--- config.mk ---
export PLATFORM = sky130hd
export DESIGN_NAME = mrs_ram
export DESIGN_NICKNAME = d
export VERILOG_FILES = /design/src/mrs_ram.sv
export SDC_FILE = /design/constraint.sdc
export NUM_CORES = 2
export LEC_CHECK = 0
export ABC_CLOCK_PERIOD_IN_PS = 5500
export BUFFER_PORTS_ARGS = -buffer_cell sky130_fd_sc_hd__buf_2
export CORE_ASPECT_RATIO = 0.75
export CORE_MARGIN = 10
export CORE_UTILIZATION = 60
export CTS_CLUSTER_DIAMETER = 200
export CTS_CLUSTER_SIZE = 10
export DETAILED_ROUTE_END_ITERATION = 6
export GPL_ROUTABILITY_DRIVEN = 0
export PLACE_DENSITY = 0.76
export SLEW_MARGIN = 20
export SYNTH_ARGS = -nofsm -noshare
export SYNTH_HDL_FRONTEND = slang
export SYNTH_SLANG_ARGS = --single-unit
--- constraint.sdc ---
create_clock -name clock -period 5.5 [get_ports clock]
set_input_delay 1.1 -clock clock [delete_from_list [all_inputs] [get_ports clock]]
set_output_delay 1.1 -clock clock [all_outputs]
set_load 0.02 [all_outputs]
--- src/mrs_ram.sv ---
// Generic single-write, single-read RAM with registered read data.
`timescale 1ns / 1ps
`default_nettype none
module mrs_ram #(
   parameter int WIDTH = 32,
   parameter int DEPTH = 64
) (
   input  wire logic                     clock,
   input  wire logic                     wr_en,
   input  wire logic [$clog2(DEPTH)-1:0] wr_addr,
   input  wire logic [WIDTH-1:0]         wr_data,
   input  wire logic [$clog2(DEPTH)-1:0] rd_addr,
   output logic      [WIDTH-1:0]         rd_data
);

   logic [WIDTH-1:0] mem_ff [DEPTH];

   // Write and registered read
   always_ff @(posedge clock) begin
      if (wr_en) begin
         mem_ff[wr_addr] <= wr_data;
      end
      rd_data <= mem_ff[rd_addr];
   end

endmodule
`default_nettype wire

==> reports/results.txt <==
Sequential fraction of the synthesis area = 79.1%
Setup tns final = 0 ps
CP Data Required Time = 6200 ps
Top-Level Pins = 78
First-pass iteration count of the detailed router = 5
List of most frequent post-synthesis cells = edfxtp_1, mux4_2, nor2_1
#FFs+latches synth = 2080
Hold EP = rd_data[12]
Max-cap violations = 0
TritonCTS Buffers = 225
Clock tree buffer depth = 3
CTS Hold Buffers Added = 0
Slew margin rel. = 21.6%
GRT Resource Usage Total = 28.9%
Row cnt = 114
Area growth syn-to-layout = 12.8%
Final Skew = 37.6 ps
Worst Hold Class = input port to flip-flop
RR Startpoint = mem_ff[12][24]
Ys async rst share = 0%
Worst path arrival time = 4280 ps
Max-slew violations = 0
Die Ht = 333 µm
Core area = 129000 µm²
Depth of the CTS H-tree = 4
CTS tree = built
Pin count of the biggest net entering global routing = 92
Worst Hold Launch = rd_addr[4]
Synthesized instance count = 3324
Crit. End Element = flip-flop
Drt total wl = 210000 µm
R2R Setup Slk = 2910 ps
Clk sink count = 2080
Reg clk slew, reported paths = 60 ps
DRC = 0
Post-layout util = 68.5%
Pwr Density = 372 nW/µm²
Setup WS pre-CTS = 1220 ps
Share of layout cells above drive strength 1 = 28.4%
RSZ-0062 raised after global routing = no
Port bufs = 77
Vias per cell = 7.09
Vias in the first global route = 39.5k
Final Cycle Share = 65.2%
Clk root buf = clkbuf_16
Hold Path Stages = 3
EDFF count, synth = 2048
Resize count post-CTS = 0
Vias = 39.0k
Postcts setup bufs = 0
Synthesized area per cell = 23.6 µm²
Endpoints failing setup = 0
Initial core utilization = 60.7%
Outcome = finished, final reports clean
Crit Path Category = input port to flip-flop
Area leader, netlist = edfxtp_1
Top-area cell type share of the netlist area = 78.3%
Detail Route Antenna Nets = 0
Synth Cell Area = 78500 µm²
Path depth of the worst reg2reg path = 4
Ys Warns = 0
Max Freq = 279 MHz
First-pass GRT wire length = 299000 µm
Top cells by area, synth = edfxtp_1, mux4_2, mux2i_1
Leakage = 27.6 nW
Initial antenna violation count = 27
Die area = 146000 µm²
Die W = 438 µm
Worst slew pin tran = 1180 ps
Final Hold Fails = 0
RR Endpoint = rd_data[24]
1st-iter DRT viols = 6860
Nets in the synthesized netlist = 3370
Fin Hold WS = 734 ps
Maximum VDD drop = 0.441 mV
Worst Setup Slack, final = 1920 ps
GRT overflow = 0
Post-synth cell types = 34
Most common cell in the netlist = edfxtp_1
Critical path launch point type = input port
Tot Pwr = 33.0 mW
Clock latency on the worst-skew pair = 860 ps
Hpwl dp = 114000 µm
Predominant post-synthesis flop cell = edfxtp_1
Layout Nets = 3624
Wire per inst = 38.1 µm
Crit path max fanout = 43
Crit path time final = 3580 ps
cell type report:
cell class                      instances  area (µm²)
Antenna cell                           14        35.0
Clock buffer                          384        6290
Clock inverter                         12         240
Fill cell                            7446       40800
Multi-Input combinational cell       1062       16000
Sequential cell                      2080       62100
Tap cell                             1740        2180
Timing Repair Buffer                  209        1720
cell families after synthesis:
family                 count (synthesis)  synth area share (%)
AND/OR/NAND/NOR                      223                  1.27
flip-flops                          2080                  79.1
AO/OA/AOI/OAI                        202                  1.67
buffers and inverters                182                  1.13
multiplexers                         637                  16.8
power breakdown:
part / leakage [nW] / total [mW] / internal, mW / switching, mW
combinational: 5.77 / 1.65 / 0.592 / 1.05
sequential: 18.7 / 17.6 / 17.6 / 0.0817
clock: 3.10 / 13.7 / 7.71 / 5.97
registers in the layout (all words and copies together) (netlist names):
| signal | cells |
|---|---|
| mem_ff | 2048 |
| rd_data | 32 |
worst max-delay path, cell delays in order:
cell	delay (ps)
buf_8	450
buf_12	290
buf_4	290
mux4_2	540
mux4_2	460
o22ai_1	870
nor2_1	140
routing by layer:
layer  track usage (%)  routed length (µm)  up-vias
li1                  -                   -    14790
met1              40.6               73100    20287
met2              43.7               98000     3413
met3              8.25               30500      491
met4              10.9                8190       12
met5                 0                  87        -
per-stage QoR:
stage	instances	cell area [µm²]
after floorplan	3324	78500
after global placement	5090	81900
after detailed placement	5090	81900
after CTS	5486	88400
after global routing	5495	88600
final	5501	88600
worst max path at each step:
stage | start | endpoint | depth (start not counted) | slack (ps)
global placement | rd_addr[0] | rd_data[24] | 7 | 1250
global route | rd_addr[0] | rd_data[24] | 7 | 1870
finish | rd_addr[0] | rd_data[24] | 7 | 1920
floorplan | wr_addr[3] | mem_ff[48][0] | 4 | 1240
CTS | rd_addr[0] | rd_data[24] | 7 | 2120
detailed placement | rd_addr[0] | rd_data[24] | 7 | 1220
cell usage in the layout (no fill, tap or decap), types with 3 or more instances in the layout:
master        n
edfxtp_1   2048
mux4_2      544
clkbuf_16   228
clkbuf_1    156
buf_4       146
mux2i_1      93
o22ai_1      84
nor2_1       74
a21oi_1      62
nor2_4       62
buf_2        42
dfxtp_1      32
o221ai_1     27
nand2_1      26
buf_12       17
nor2b_1      15
diode_2      14
a22oi_1      12
a311oi_1      8
nand2b_1      7
nand3b_1      5
nor3_1        5
nand3_1       5
clkinv_8      5
and3_1        4
a41o_1        4
o32ai_1       4
or3b_2        3
or3_1         3
inv_16        3
clkinv_16     3
buf_8         3
Power figures use the tool's default switching activity.
