$ cat src/mrs_pkg.sv
// Shared types, codes and widths of the minimal residual solver.
`timescale 1ns / 1ps
`default_nettype none
package mrs_pkg;

   localparam int MRS_MAX_N     = 64;
   localparam int MRS_FRAC_BITS = 16;

   localparam int DATA_W = 32;
   localparam int ACC_W  = 64;
   localparam int TOL_W  = 40;
   localparam int ITER_W = 16;

   // Input item codes
   localparam logic [1:0] FUNC_MATRIX = 2'd0;
   localparam logic [1:0] FUNC_RHS    = 2'd1;
   localparam logic [1:0] FUNC_SOLVE  = 2'd2;

   // Register indexes
   localparam logic [1:0] CSR_ROWS  = 2'd0;
   localparam logic [1:0] CSR_TOL   = 2'd1;
   localparam logic [1:0] CSR_LIMIT = 2'd2;

   // Stop codes
   localparam logic [1:0] STAT_CONV  = 2'd0;
   localparam logic [1:0] STAT_LIMIT = 2'd1;
   localparam logic [1:0] STAT_ZERO  = 2'd2;

   // Control of the shared multiply-accumulate unit
   typedef struct packed {
      logic mul_en;
      logic uns;
   } mac_ctl_type;

endpackage
`default_nettype wire

$ cat src/mrs_mac.sv
// Shared multiplier with registered product and saturating accumulate adder.
`timescale 1ns / 1ps
`default_nettype none
module mrs_mac import mrs_pkg::*; (
   input  wire logic                     clock,
   input  wire mac_ctl_type              ctl,
   input  wire logic signed [DATA_W-1:0] op_a,
   input  wire logic signed [DATA_W-1:0] op_b,
   input  wire logic        [ACC_W-1:0]  acc_in,
   output logic signed      [ACC_W-1:0]  prod,
   output logic             [ACC_W-1:0]  sum
);

   logic signed [ACC_W-1:0] mul_w;
   logic signed [ACC_W-1:0] prod_ff;
   logic        [ACC_W:0]   s_sum;
   logic        [ACC_W:0]   u_sum;

   assign mul_w = op_a * op_b;

   // Register the product
   always_ff @(posedge clock) begin
      if (ctl.mul_en) begin
         prod_ff <= mul_w;
      end
   end

   assign prod  = prod_ff;
   assign s_sum = {acc_in[ACC_W-1], acc_in} + {prod_ff[ACC_W-1], prod_ff};
   assign u_sum = {1'b0, acc_in} + {1'b0, prod_ff};

   // Saturate signed or unsigned
   always_comb begin
      if (ctl.uns) begin
         sum = u_sum[ACC_W] ? {ACC_W{1'b1}} : u_sum[ACC_W-1:0];
      end else if (s_sum[ACC_W] != s_sum[ACC_W-1]) begin
         sum = s_sum[ACC_W] ? {1'b1, {(ACC_W-1){1'b0}}} : {1'b0, {(ACC_W-1){1'b1}}};
      end else begin
         sum = s_sum[ACC_W-1:0];
      end
   end

endmodule
`default_nettype wire

$ cat config.mk
export PLATFORM = sky130hd
export DESIGN_NAME = mrs_mac
export DESIGN_NICKNAME = d
export VERILOG_FILES = /design/src/mrs_pkg.sv /design/src/mrs_mac.sv
export SDC_FILE = /design/constraint.sdc
export NUM_CORES = 2
export LEC_CHECK = 0
export BUFFER_PORTS_ARGS = -buffer_cell sky130_fd_sc_hd__buf_4
export CORE_UTILIZATION = 40
export DETAILED_ROUTE_END_ITERATION = 7
export HOLD_SLACK_MARGIN = 0.03
export PLACE_DENSITY = 0.59
export REMOVE_ABC_BUFFERS = 1
export SLEW_MARGIN = 0
export SYNTH_ARGS = -nofsm -noshare
export SYNTH_HDL_FRONTEND = slang
export SYNTH_SLANG_ARGS = --single-unit
$ cat constraint.sdc
create_clock -name clock -period 11.1 [get_ports clock]
set_clock_uncertainty 0.15 [all_clocks]
set_input_delay 1.665 -clock clock [delete_from_list [all_inputs] [get_ports clock]]
set_output_delay 1.665 -clock clock [all_outputs]
set_load 0.05 [all_outputs]
==> flow_metrics.tcl <==
set metrics [dict create \
    status "complete, but fails checks" \
    violations "design-rule violations" \
    cts_buffer_depth 2 \
    cts_tree "built" \
    worst_setup_path_start_kind "input port" \
    fp.dieH_um 329 \
    synth_edf_count 64 \
    area_delta_synth_final_pct 7.21 \
    ys_warn_count 0 \
    hold_violations 0 \
    synth_top_flop_cell "edfxtp_1" \
    drc 44 \
    synthArstFlopShare_pct 0 \
    grt_max_degree 65 \
    min_path_type "in -> reg" \
    synth_common_cells "fa_1 (1083), inv_1 (1027), nand2_1 (600), and2_1 (511), ha_1 (248)" \
    dr_total_vias 32000 \
    report.final.slew_viol_count 0 \
    mappedNetlistArea_um2 42700 \
    cpMaxStageDelayCell "nor4bb_1" \
    die_x_um 329 \
    detail-route-antenna-nets 0 \
    setup_viol 0 \
    initial_core_util_pct 40.4 \
    cp_max_fo 32 \
    crit_buf_inv 4 \
    yosys.area.top_type "fa_1" \
    grtUsageMet3_pct 2.12 \
    max_slew_margin_pct 37.0 \
    placeableCoreArea_um2 106000 \
    first_iter_violations 2110 \
    max_freq_mhz 101 \
    grt_remaining_overflow 0 \
    drive_gt1_share_pct 6.65 \
    timing.final.crit_period_ns 9.87 \
    crit_path_start "op_b[8]" \
    synth_area_leaders "fa_1 (51%), inv_1 (9.0%), and2_1 (7.5%)" \
    layout.nets 6151 \
    hold_depth 2 \
    dr.pass1.iters 8 \
    port_buffers 258 \
    track_usage_pct 24.5 \
    yosysSeqAreaShare_pct 4.50 \
    min-delay-start "op_b[0]" \
    rsz0062_at_grt "no" \
    routed_wl_um 129000 \
    path_cells "buf_4, nand2_1, fa_1, inv_1, fa_1, inv_1, fa_1, inv_1, fa_1, fa_1, fa_1, fa_1, fa_1, ha_1, a21o_1, a21o_1, a21o_1, nor4bb_1, a211oi_1, o21ai_1, o21ai_1, a221o_1, a21o_1, xnor2_1" \
    grt_pass1_wl_um 203000 \
    die-area_um2 108000 \
    use_met1_pct 33.7 \
    dp_cells 6069 \
    setup.worst_path.class "in -> reg" \
    ys_types 78 \
    htreeDepth 3 \
    cap_violations 0 \
    hold_buffers 0 \
    route.detailed.wl_per_inst_um 21.2 \
    gp_congestion 0.935 \
    ctsResizeCount 0 \
    clk_pin_slew_ns 0.07 \
    grt.busiest_layer "met2" \
    grt_pass1_vias 34000 \
    cts_root_buf "clkbuf_16" \
    yosysMostFrequentCell "fa_1" \
    clock-sinks 64 \
    netlist.area_leader.share_pct 50.8 \
    synth_seq_cells 64 \
    avgSynthCellArea_um2 9.15 \
    fin_crit_sh_pct 88.9 \
    instances_no_fill 6086 \
    cp.required_ns 11.06 \
    largest_reg_flops 64 \
    routed_via_density 5.25 \
    crit_family "adder cells" \
    post-cts-setup-buffers 0 \
    fin_tns_setup_ns 0 \
    met2_usage_pct 41.8 \
    num_rows 119 \
    end_kind "flop" \
    hpwlAfterDp_um 108000 \
    netlist_instances 4661 \
    critPathMaxStageDelay_ns 0.81 \
    worst_slew_pin_slew_ns 0.937 \
    num_io_pins 259 \
    hold_path_end "prod[0]$_DFFE_PP_" \
    antenna_found_initial 3 \
    numCtsBuffers 9 \
    arrival_ns 9.83 \
    crit_top_cell "fa_1" \
]
[layout make-up]
class	instances	area [um2]
clock inverter	7	95.1
inverter	1027	3850
clock buffer	9	225
tap	1391	1740
timing repair buffer	265	1990
multi-input combinational	3322	35900
sequential	64	1920
antenna	1	2.50
fill	10400	59800
[how the worst max path moves through the flow]
stage	to	depth (start not counted)
final	prod[63]$_DFFE_PP_	24
after global routing	prod[57]$_DFFE_PP_	26
after CTS	prod[63]$_DFFE_PP_	26
after detailed placement	prod[63]$_DFFE_PP_	24
after global placement	prod[63]$_DFFE_PP_	26
after floorplan	sum[0]	11
[cells by family (layout without fill, tap and decap cells)]
family | after synthesis | after routing | share of synthesized area (%)
AND/OR/NAND/NOR | 1344 | 1344 | 15.6
adder cells (fa/ha/maj) | 1331 | 1331 | 58.1
buffers and inverters | 1275 | 1308 | 11.3
AO/OA/AOI/OAI | 515 | 515 | 7.73
XOR/XNOR | 129 | 129 | 2.65
flip-flops | 64 | 64 | 4.50
multiplexers | 3 | 3 | 0.0997
other | 0 | 1 | 0
[layout by cell type, fill, tap and decap left out, drive strengths merged, types with 15 or more instances in the layout]
cell | synthesis | final
and3 | 15 | 15
a21oi | 158 | 158
buf | 15 | 265
inv | 1027 | 1028
o21bai | 21 | 21
ha | 248 | 248
nand2b | 20 | 20
nand2 | 600 | 600
edfxtp | 64 | 64
o21ai | 149 | 149
nor2 | 90 | 90
o21a | 15 | 15
xnor2 | 84 | 84
nor3 | 23 | 23
nand3 | 23 | 23
xor2 | 45 | 45
fa | 1083 | 1083
nand4 | 30 | 30
and2 | 511 | 511
a21o | 57 | 57
a31oi | 20 | 20
[stage by stage]
step / instance area, um2 / hold slack [ns] / worst slack [ns] / util, %
final: 45700 / 1.76 / 1.23 / 43.3
after global routing: 45700 / 1.76 / 0.846 / 43.3
after CTS: 45700 / 1.74 / 1.21 / 43.3
after detailed placement: 45400 / 2.05 / 0.856 / 43.0
after global placement: 45400 / 2.05 / 0.931 / 43.0
after floorplan: 41700 / 1.63 / 2.06 / -
[layer usage]
layer	up-vias	part of all wire, %
met4	0	2.5
li1	14000	-
met3	148	5.3
met2	971	50
met5	-	0
met1	16900	43
Power is left out: the tool's default activity adds up to more than one toggle a clock period on the data nets, which glitch-free logic cannot reach.
