`src/mrs_pkg.sv`:
```
// Shared types, codes and widths of the minimal residual solver.
`timescale 1ns / 1ps
`default_nettype none
package mrs_pkg;

   localparam int MRS_MAX_N     = 64;
   localparam int MRS_FRAC_BITS = 16;

   localparam int DATA_W = 32;
   localparam int ACC_W  = 64;
   localparam int TOL_W  = 40;
   localparam int ITER_W = 16;

   // Input item codes
   localparam logic [1:0] FUNC_MATRIX = 2'd0;
   localparam logic [1:0] FUNC_RHS    = 2'd1;
   localparam logic [1:0] FUNC_SOLVE  = 2'd2;

   // Register indexes
   localparam logic [1:0] CSR_ROWS  = 2'd0;
   localparam logic [1:0] CSR_TOL   = 2'd1;
   localparam logic [1:0] CSR_LIMIT = 2'd2;

   // Stop codes
   localparam logic [1:0] STAT_CONV  = 2'd0;
   localparam logic [1:0] STAT_LIMIT = 2'd1;
   localparam logic [1:0] STAT_ZERO  = 2'd2;

   // Control of the shared multiply-accumulate unit
   typedef struct packed {
      logic mul_en;
      logic uns;
   } mac_ctl_type;

endpackage
`default_nettype wire

```
`src/mrs_div.sv`:
```
// Restoring divider for the step length tau, one quotient bit per cycle.
`timescale 1ns / 1ps
`default_nettype none
module mrs_div import mrs_pkg::*; #(
   parameter int FRAC_BITS = MRS_FRAC_BITS
) (
   input  wire logic                     clock,
   input  wire logic                     reset,
   input  wire logic                     start,
   input  wire logic signed [ACC_W-1:0]  num,
   input  wire logic        [ACC_W-1:0]  den,
   output logic                          done,
   output logic signed      [DATA_W-1:0] tau
);

   localparam int DW = ACC_W + DATA_W - 1;

   logic          busy_ff;
   logic          done_ff;
   logic          neg_ff;
   logic [4:0]    k_ff;
   logic [DW-1:0] rem_ff;
   logic [DW-1:0] ds_ff;
   logic [30:0]   q_ff;
   logic [DATA_W-1:0] tau_ff;
   logic [ACC_W-1:0]  mag;
   logic          ge;
   logic [30:0]   q_new;
   logic [DATA_W-1:0] res;

   assign mag   = num[ACC_W-1] ? (~num + 1'b1) : num;
   assign ge    = rem_ff >= ds_ff;
   assign q_new = {q_ff[29:0], ge};
   assign res   = (k_ff == 5'd31) ? {1'b0, {31{1'b1}}} : {1'b0, q_new};

   // Step through the quotient bits, top one as saturation test
   always_ff @(posedge clock) begin
      if (reset) begin
         busy_ff <= 1'b0;
         done_ff <= 1'b0;
      end else begin
         done_ff <= 1'b0;
         if (start) begin
            busy_ff <= 1'b1;
            neg_ff  <= num[ACC_W-1];
            rem_ff  <= DW'(mag) << FRAC_BITS;
            ds_ff   <= DW'(den) << 31;
            k_ff    <= 5'd31;
            q_ff    <= '0;
         end else if (busy_ff) begin
            if ((k_ff == 5'd31 && ge) || k_ff == 5'd0) begin
               busy_ff <= 1'b0;
               done_ff <= 1'b1;
               tau_ff  <= neg_ff ? (~res + 1'b1) : res;
            end else begin
               if (k_ff != 5'd31) begin
                  q_ff <= q_new;
               end
               if (ge) begin
                  rem_ff <= rem_ff - ds_ff;
               end
               ds_ff <= ds_ff >> 1;
               k_ff  <= k_ff - 5'd1;
            end
         end
      end
   end

   assign done = done_ff;
   assign tau  = tau_ff;

endmodule
`default_nettype wire

```
`config.mk`:
```
export PLATFORM = sky130hd
export DESIGN_NAME = mrs_div
export DESIGN_NICKNAME = d
export VERILOG_FILES = /design/src/mrs_pkg.sv /design/src/mrs_div.sv
export SDC_FILE = /design/constraint.sdc
export NUM_CORES = 1
export LEC_CHECK = 0
export BUFFER_PORTS_ARGS = -buffer_cell sky130_fd_sc_hd__buf_2
export CORE_MARGIN = 1
export CORE_UTILIZATION = 66
export DETAILED_ROUTE_END_ITERATION = 6
export PLACE_DENSITY = 0.87
export SLEW_MARGIN = 15
export SYNTH_ARGS = -nofsm -noshare
export SYNTH_HDL_FRONTEND = slang
export SYNTH_SLANG_ARGS = --single-unit
export TNS_END_PERCENT = 30
```
`constraint.sdc`:
```
create_clock -name clock -period 29.7 [get_ports clock]
set_input_delay 2.97 -clock clock [delete_from_list [all_inputs] [get_ports clock]]
set_output_delay 2.97 -clock clock [all_outputs]
set_load 0.005 [all_outputs]
```
==> metrics.md <==
| Metric | Value |
|---|---|
| HP Class | flop to flop |
| Critical Path RT | 30.06 ns |
| Die extent in x | 168.9 um |
| Via count | 15,995 |
| # rows | 60 |
| Worst hold slack | 0.5709 ns |
| Slowest-stage cell, CP | or3b_2 |
| Clock tree buffer depth | 3 |
| Drt first pass iters | 6 |
| Layout cells sized above 1 | 11.88% |
| Final Cycle Share | 22.51% |
| DIE AREA | 0.02851 mm2 |
| Comb pwr share | approximately a third |
| GRT overflow | 0 |
| Total negative setup slack | 0 ns |
| Mapped Area | 0.01838 mm2 |
| DR iter-0 viols | 1,755 |
| Worst Max-Slew Pin Slew | 1.109 ns |
| GPL Wtd Cong | 0.9916 |
| Sequential cell area | 0.007787 mm2 |
| # nets final | roughly 2,400 |
| Initial Util | 67.81% |
| Fmax | 0.1496 GHz |
| Worst-path clk slew | 0.06 ns |
| Detail Route Antenna Nets | 0 |
| Max-Cap Viols | 0 |
| Delay-heaviest family, CP | simple AND/OR/NAND/NOR gates |
| Syn Area/Cell | 8.995 um2 |
| Switching share of total power | between 30% and 40% |
| Final hold vios | 0 |
| Register share of total power | 39.2% |
| Outcome | completed |
| Fin crit period | between 6 and 7 ns |
| Post-CTS Hold Buffers | 0 |
| Crit-path max cell delay | 0.63 ns |
| PwrDens | 58.51 mW/mm2 |
| I/O pins | around 160 |
| Critical path class | flop to flop |
| Pin count of the biggest net entering global routing | 131 |
| Final core utilization | 74.95% |
| Placed cell areas | 0.01940 mm2 |
| # setup viols final | 0 |
| Cell taking the most area after synthesis | edfxtp_1 |
| Syn nets | roughly 2,300 |
| Total Routing Usage GR | approximately 33% |
| First-pass GRT wire length | approximately 75,000 um |
| Worst clock skew | 0.01706 ns |
| Crit path max fanout | 9 |
| Synth top area share | 42.16% |
| Cell Chain, Critical Path | ha_1 -> a21o_1 -> a31o_2 -> a221oi_1 -> o21ai_0 -> o211ai_1 -> a211o_1 -> a2111oi_1 -> buf_4 -> o211a_1 -> or3b_2 -> nor2_1 -> ha_1 -> nand3b_1 -> or3_1 -> or3_1 -> or3_1 -> nor2_1 -> nand4_1 -> nor3_1 -> o21ai_0 -> o311ai_0 |
| Worst setup EP type | flop |
| Synth warn | 0 |
| CTS tree | built |
| Clock power share | 29.2% |
| Final instance area | 0.02031 mm2 |
| FFs w/ async S/R, synth | 0% |
| Core footprint | 0.02710 mm2 |
| Fraction of the yosys area taken by sequential cells | 42.38% |
| Fillers | 1,937 |
| RSZ-0062 raised after global routing | no |
| Slew headroom | 26.04% |
| Vias in the first global route | 15,179 |
| Placed insts | 2,486 |
| Critical Path Source Type | flop |
| Num CTS Buffers | 28 |
| EDFF count, synth | 258 |
| DRC | 0 |
| Final WL | 46,840 um |
| Initial antenna violation count | 1 |
| H-tree levels | 1 |
| Static Leak | 8.161 nW |
| Syn Inst Count | 2,043 |
| WL per Instance | 18.46 um |
| Peak supply drop | 53.77 uV |
| Die Y | 168.9 um |
| Via/cell ratio | 6.305 |
| Cell internal pwr | 0.7921 mW |
| Switching power | 0.3964 mW |
| Slew Viols, Final | 0 |
| Yosys cell types | 76 |
| Post-CTS Setup Bufs | 0 |
| Final cell count without fillers | 2,537 |
| Post-DP HPWL | between 30,000 and 40,000 um |
| Area grow syn2layout | 10.53% |
| Post_cts resized | 0 |
| Root Driver | clkbuf_16 |
| #FFs+latches synth | 260 |
| Clk_lat worst skew | between 0.5 and 0.6 ns |
| I/O Buffers | 163 |
| Area of the multi-input gates | 0.009684 mm2 |
| Synth Flop Type | edfxtp_1 |
| Main area contributors after synthesis | edfxtp_1 42%, ha_1 6.8%, o21ai_0 5.4% |
| Clock Sink Count | 260 |
| Worst path arrival time | 7.04 ns |
| Most common cell on crit path | or3_1 |
| Buf+Inv Stages, Crit Path | 1 |
## registers in the layout, indices dropped and copies added, names as in the netlist
| register | count |
|---|---|
| k_ff | 5 |
| rem_ff | 95 |
| done | 1 |
| neg_ff | 1 |
| ds_ff | 95 |
| busy_ff | 1 |
| q_ff | 30 |
| tau | 32 |
## cell usage after synthesis, types with 8 or more instances
| cell type | count |
|---|---|
| nor2b_1 | 33 |
| xor2_1 | 50 |
| nor2_1 | 161 |
| o311ai_0 | 13 |
| o21a_1 | 10 |
| o41ai_1 | 10 |
| nor4_1 | 18 |
| ha_1 | 100 |
| xnor2_1 | 102 |
| and2_1 | 10 |
| or4_1 | 9 |
| or2_2 | 10 |
| nor3_1 | 47 |
| buf_1 | 11 |
| nand2_1 | 235 |
| a21oi_1 | 157 |
| nand2b_1 | 18 |
| a31oi_1 | 15 |
| nor3b_1 | 8 |
| o21ai_1 | 8 |
| o21ai_0 | 199 |
| edfxtp_1 | 258 |
| and3_1 | 15 |
| clkbuf_1 | 92 |
| nand3_1 | 25 |
| inv_1 | 148 |
| o21bai_1 | 38 |
| or3_1 | 20 |
| o31ai_1 | 24 |
| a21o_1 | 48 |
| nand4_1 | 41 |
## power groups by stage
| stage | clock network [mW] | registers [mW] | logic, mW |
|---|---|---|---|
| global placement | 0 | 0.471 | 0.353 |
| floorplan | 0 | 0.473 | 0.271 |
| finish | 0.347 | 0.466 | 0.376 |
| global route | 0.360 | 0.469 | 0.411 |
| CTS | 0.350 | 0.465 | 0.367 |
| detailed placement | 0 | 0.473 | 0.362 |
## cell type report
type | instances | area share [%]
clock inverter | 17 | 0.8932
inverter | 148 | 2.735
sequential | 260 | 38.34
timing repair buffer | 175 | 4.509
tap | 372 | 2.291
clock buffer | 33 | 3.542
antenna | 1 | 0.01232
multi-input combinational | 1531 | 47.68
## cell families (layout without fill, tap and decap cells)
logic type                 Yosys count  in the layout  synth area share, %
muxes                                8              8               0.4562
xor gates and xnor gates           152            152                7.245
other                                0              1                    0
AOI/OAI and AO/OA                  594            594                20.02
DFF                                260            260                42.38
adders and majority gates          101            101                6.918
buffers and inverters              252            373                5.154
and+or+nand+nor                    676            676                17.83
## metal layers
metal	routed length [um]	up-vias	global-route usage [%]
li1	-	7620	-
met1	19880	7491	43.99
met2	22120	767	54.71
met3	3421	117	3.951
met4	1421	0	11.03
met5	0	-	0
## worst reg2reg max path: cells and delay by family (launching register included)
kind	cells	cell delay [ns]
adders and majority gates	2	0.60
buffers and inverters	1	0.19
AOI/OAI and AO/OA	10	2.36
DFF	1	0.37
and+or+nand+nor	9	2.94
## stage by stage
step,worst slack (ns),total power [mW]
after CTS,23.14,1.182
after global placement,22.88,0.8243
after floorplan,18.67,0.7438
after detailed placement,22.81,0.8349
after global routing,22.64,1.240
final,23.01,1.188
## placed cells by master, fill, tap and decap left out, types with 6 or more instances in the layout
cell / synthesis / final
a211o_1: 6 / 6
a211oi_1: 6 / 6
a21boi_0: 6 / 6
a21o_1: 48 / 48
a21oi_1: 157 / 157
a221o_1: 6 / 6
a31oi_1: 15 / 15
and2_1: 10 / 10
and3_1: 15 / 15
buf_2: 1 / 162
buf_4: 0 / 12
clkbuf_16: 0 / 28
clkinv_1: 0 / 8
edfxtp_1: 258 / 258
ha_1: 100 / 100
inv_1: 148 / 148
nand2_1: 235 / 235
nand2b_1: 18 / 18
nand3_1: 25 / 25
nand4_1: 41 / 41
nor2_1: 161 / 160
nor2b_1: 33 / 33
nor3_1: 47 / 46
nor3b_1: 8 / 7
nor4_1: 18 / 18
o211ai_1: 6 / 6
o21a_1: 10 / 10
o21ai_0: 199 / 198
o21ai_1: 8 / 8
o21bai_1: 38 / 38
o311ai_0: 13 / 13
o31ai_1: 24 / 23
o41ai_1: 10 / 10
or2_2: 10 / 10
or3_1: 20 / 20
or4_1: 9 / 9
or4_4: 6 / 6
xnor2_1: 102 / 102
xor2_1: 50 / 50
## worst paths after layout
| path | slack [ns] | from | cells past startpoint | end |
|---|---|---|---|---|
| max reg2reg | 23.01 | rem_ff[11]$_SDFFCE_PP0P_ | 22 | tau[28]$_DFFE_PP_ |
| max | 23.01 | rem_ff[11]$_SDFFCE_PP0P_ | 22 | tau[28]$_DFFE_PP_ |
| min reg2reg | 0.57 | ds_ff[26]$_SDFFCE_PP0P_ | 2 | ds_ff[25]$_SDFFCE_PP0P_ |
| min | 0.57 | ds_ff[26]$_SDFFCE_PP0P_ | 2 | ds_ff[25]$_SDFFCE_PP0P_ |
No activity file was read; power rests on OpenSTA's default activity.
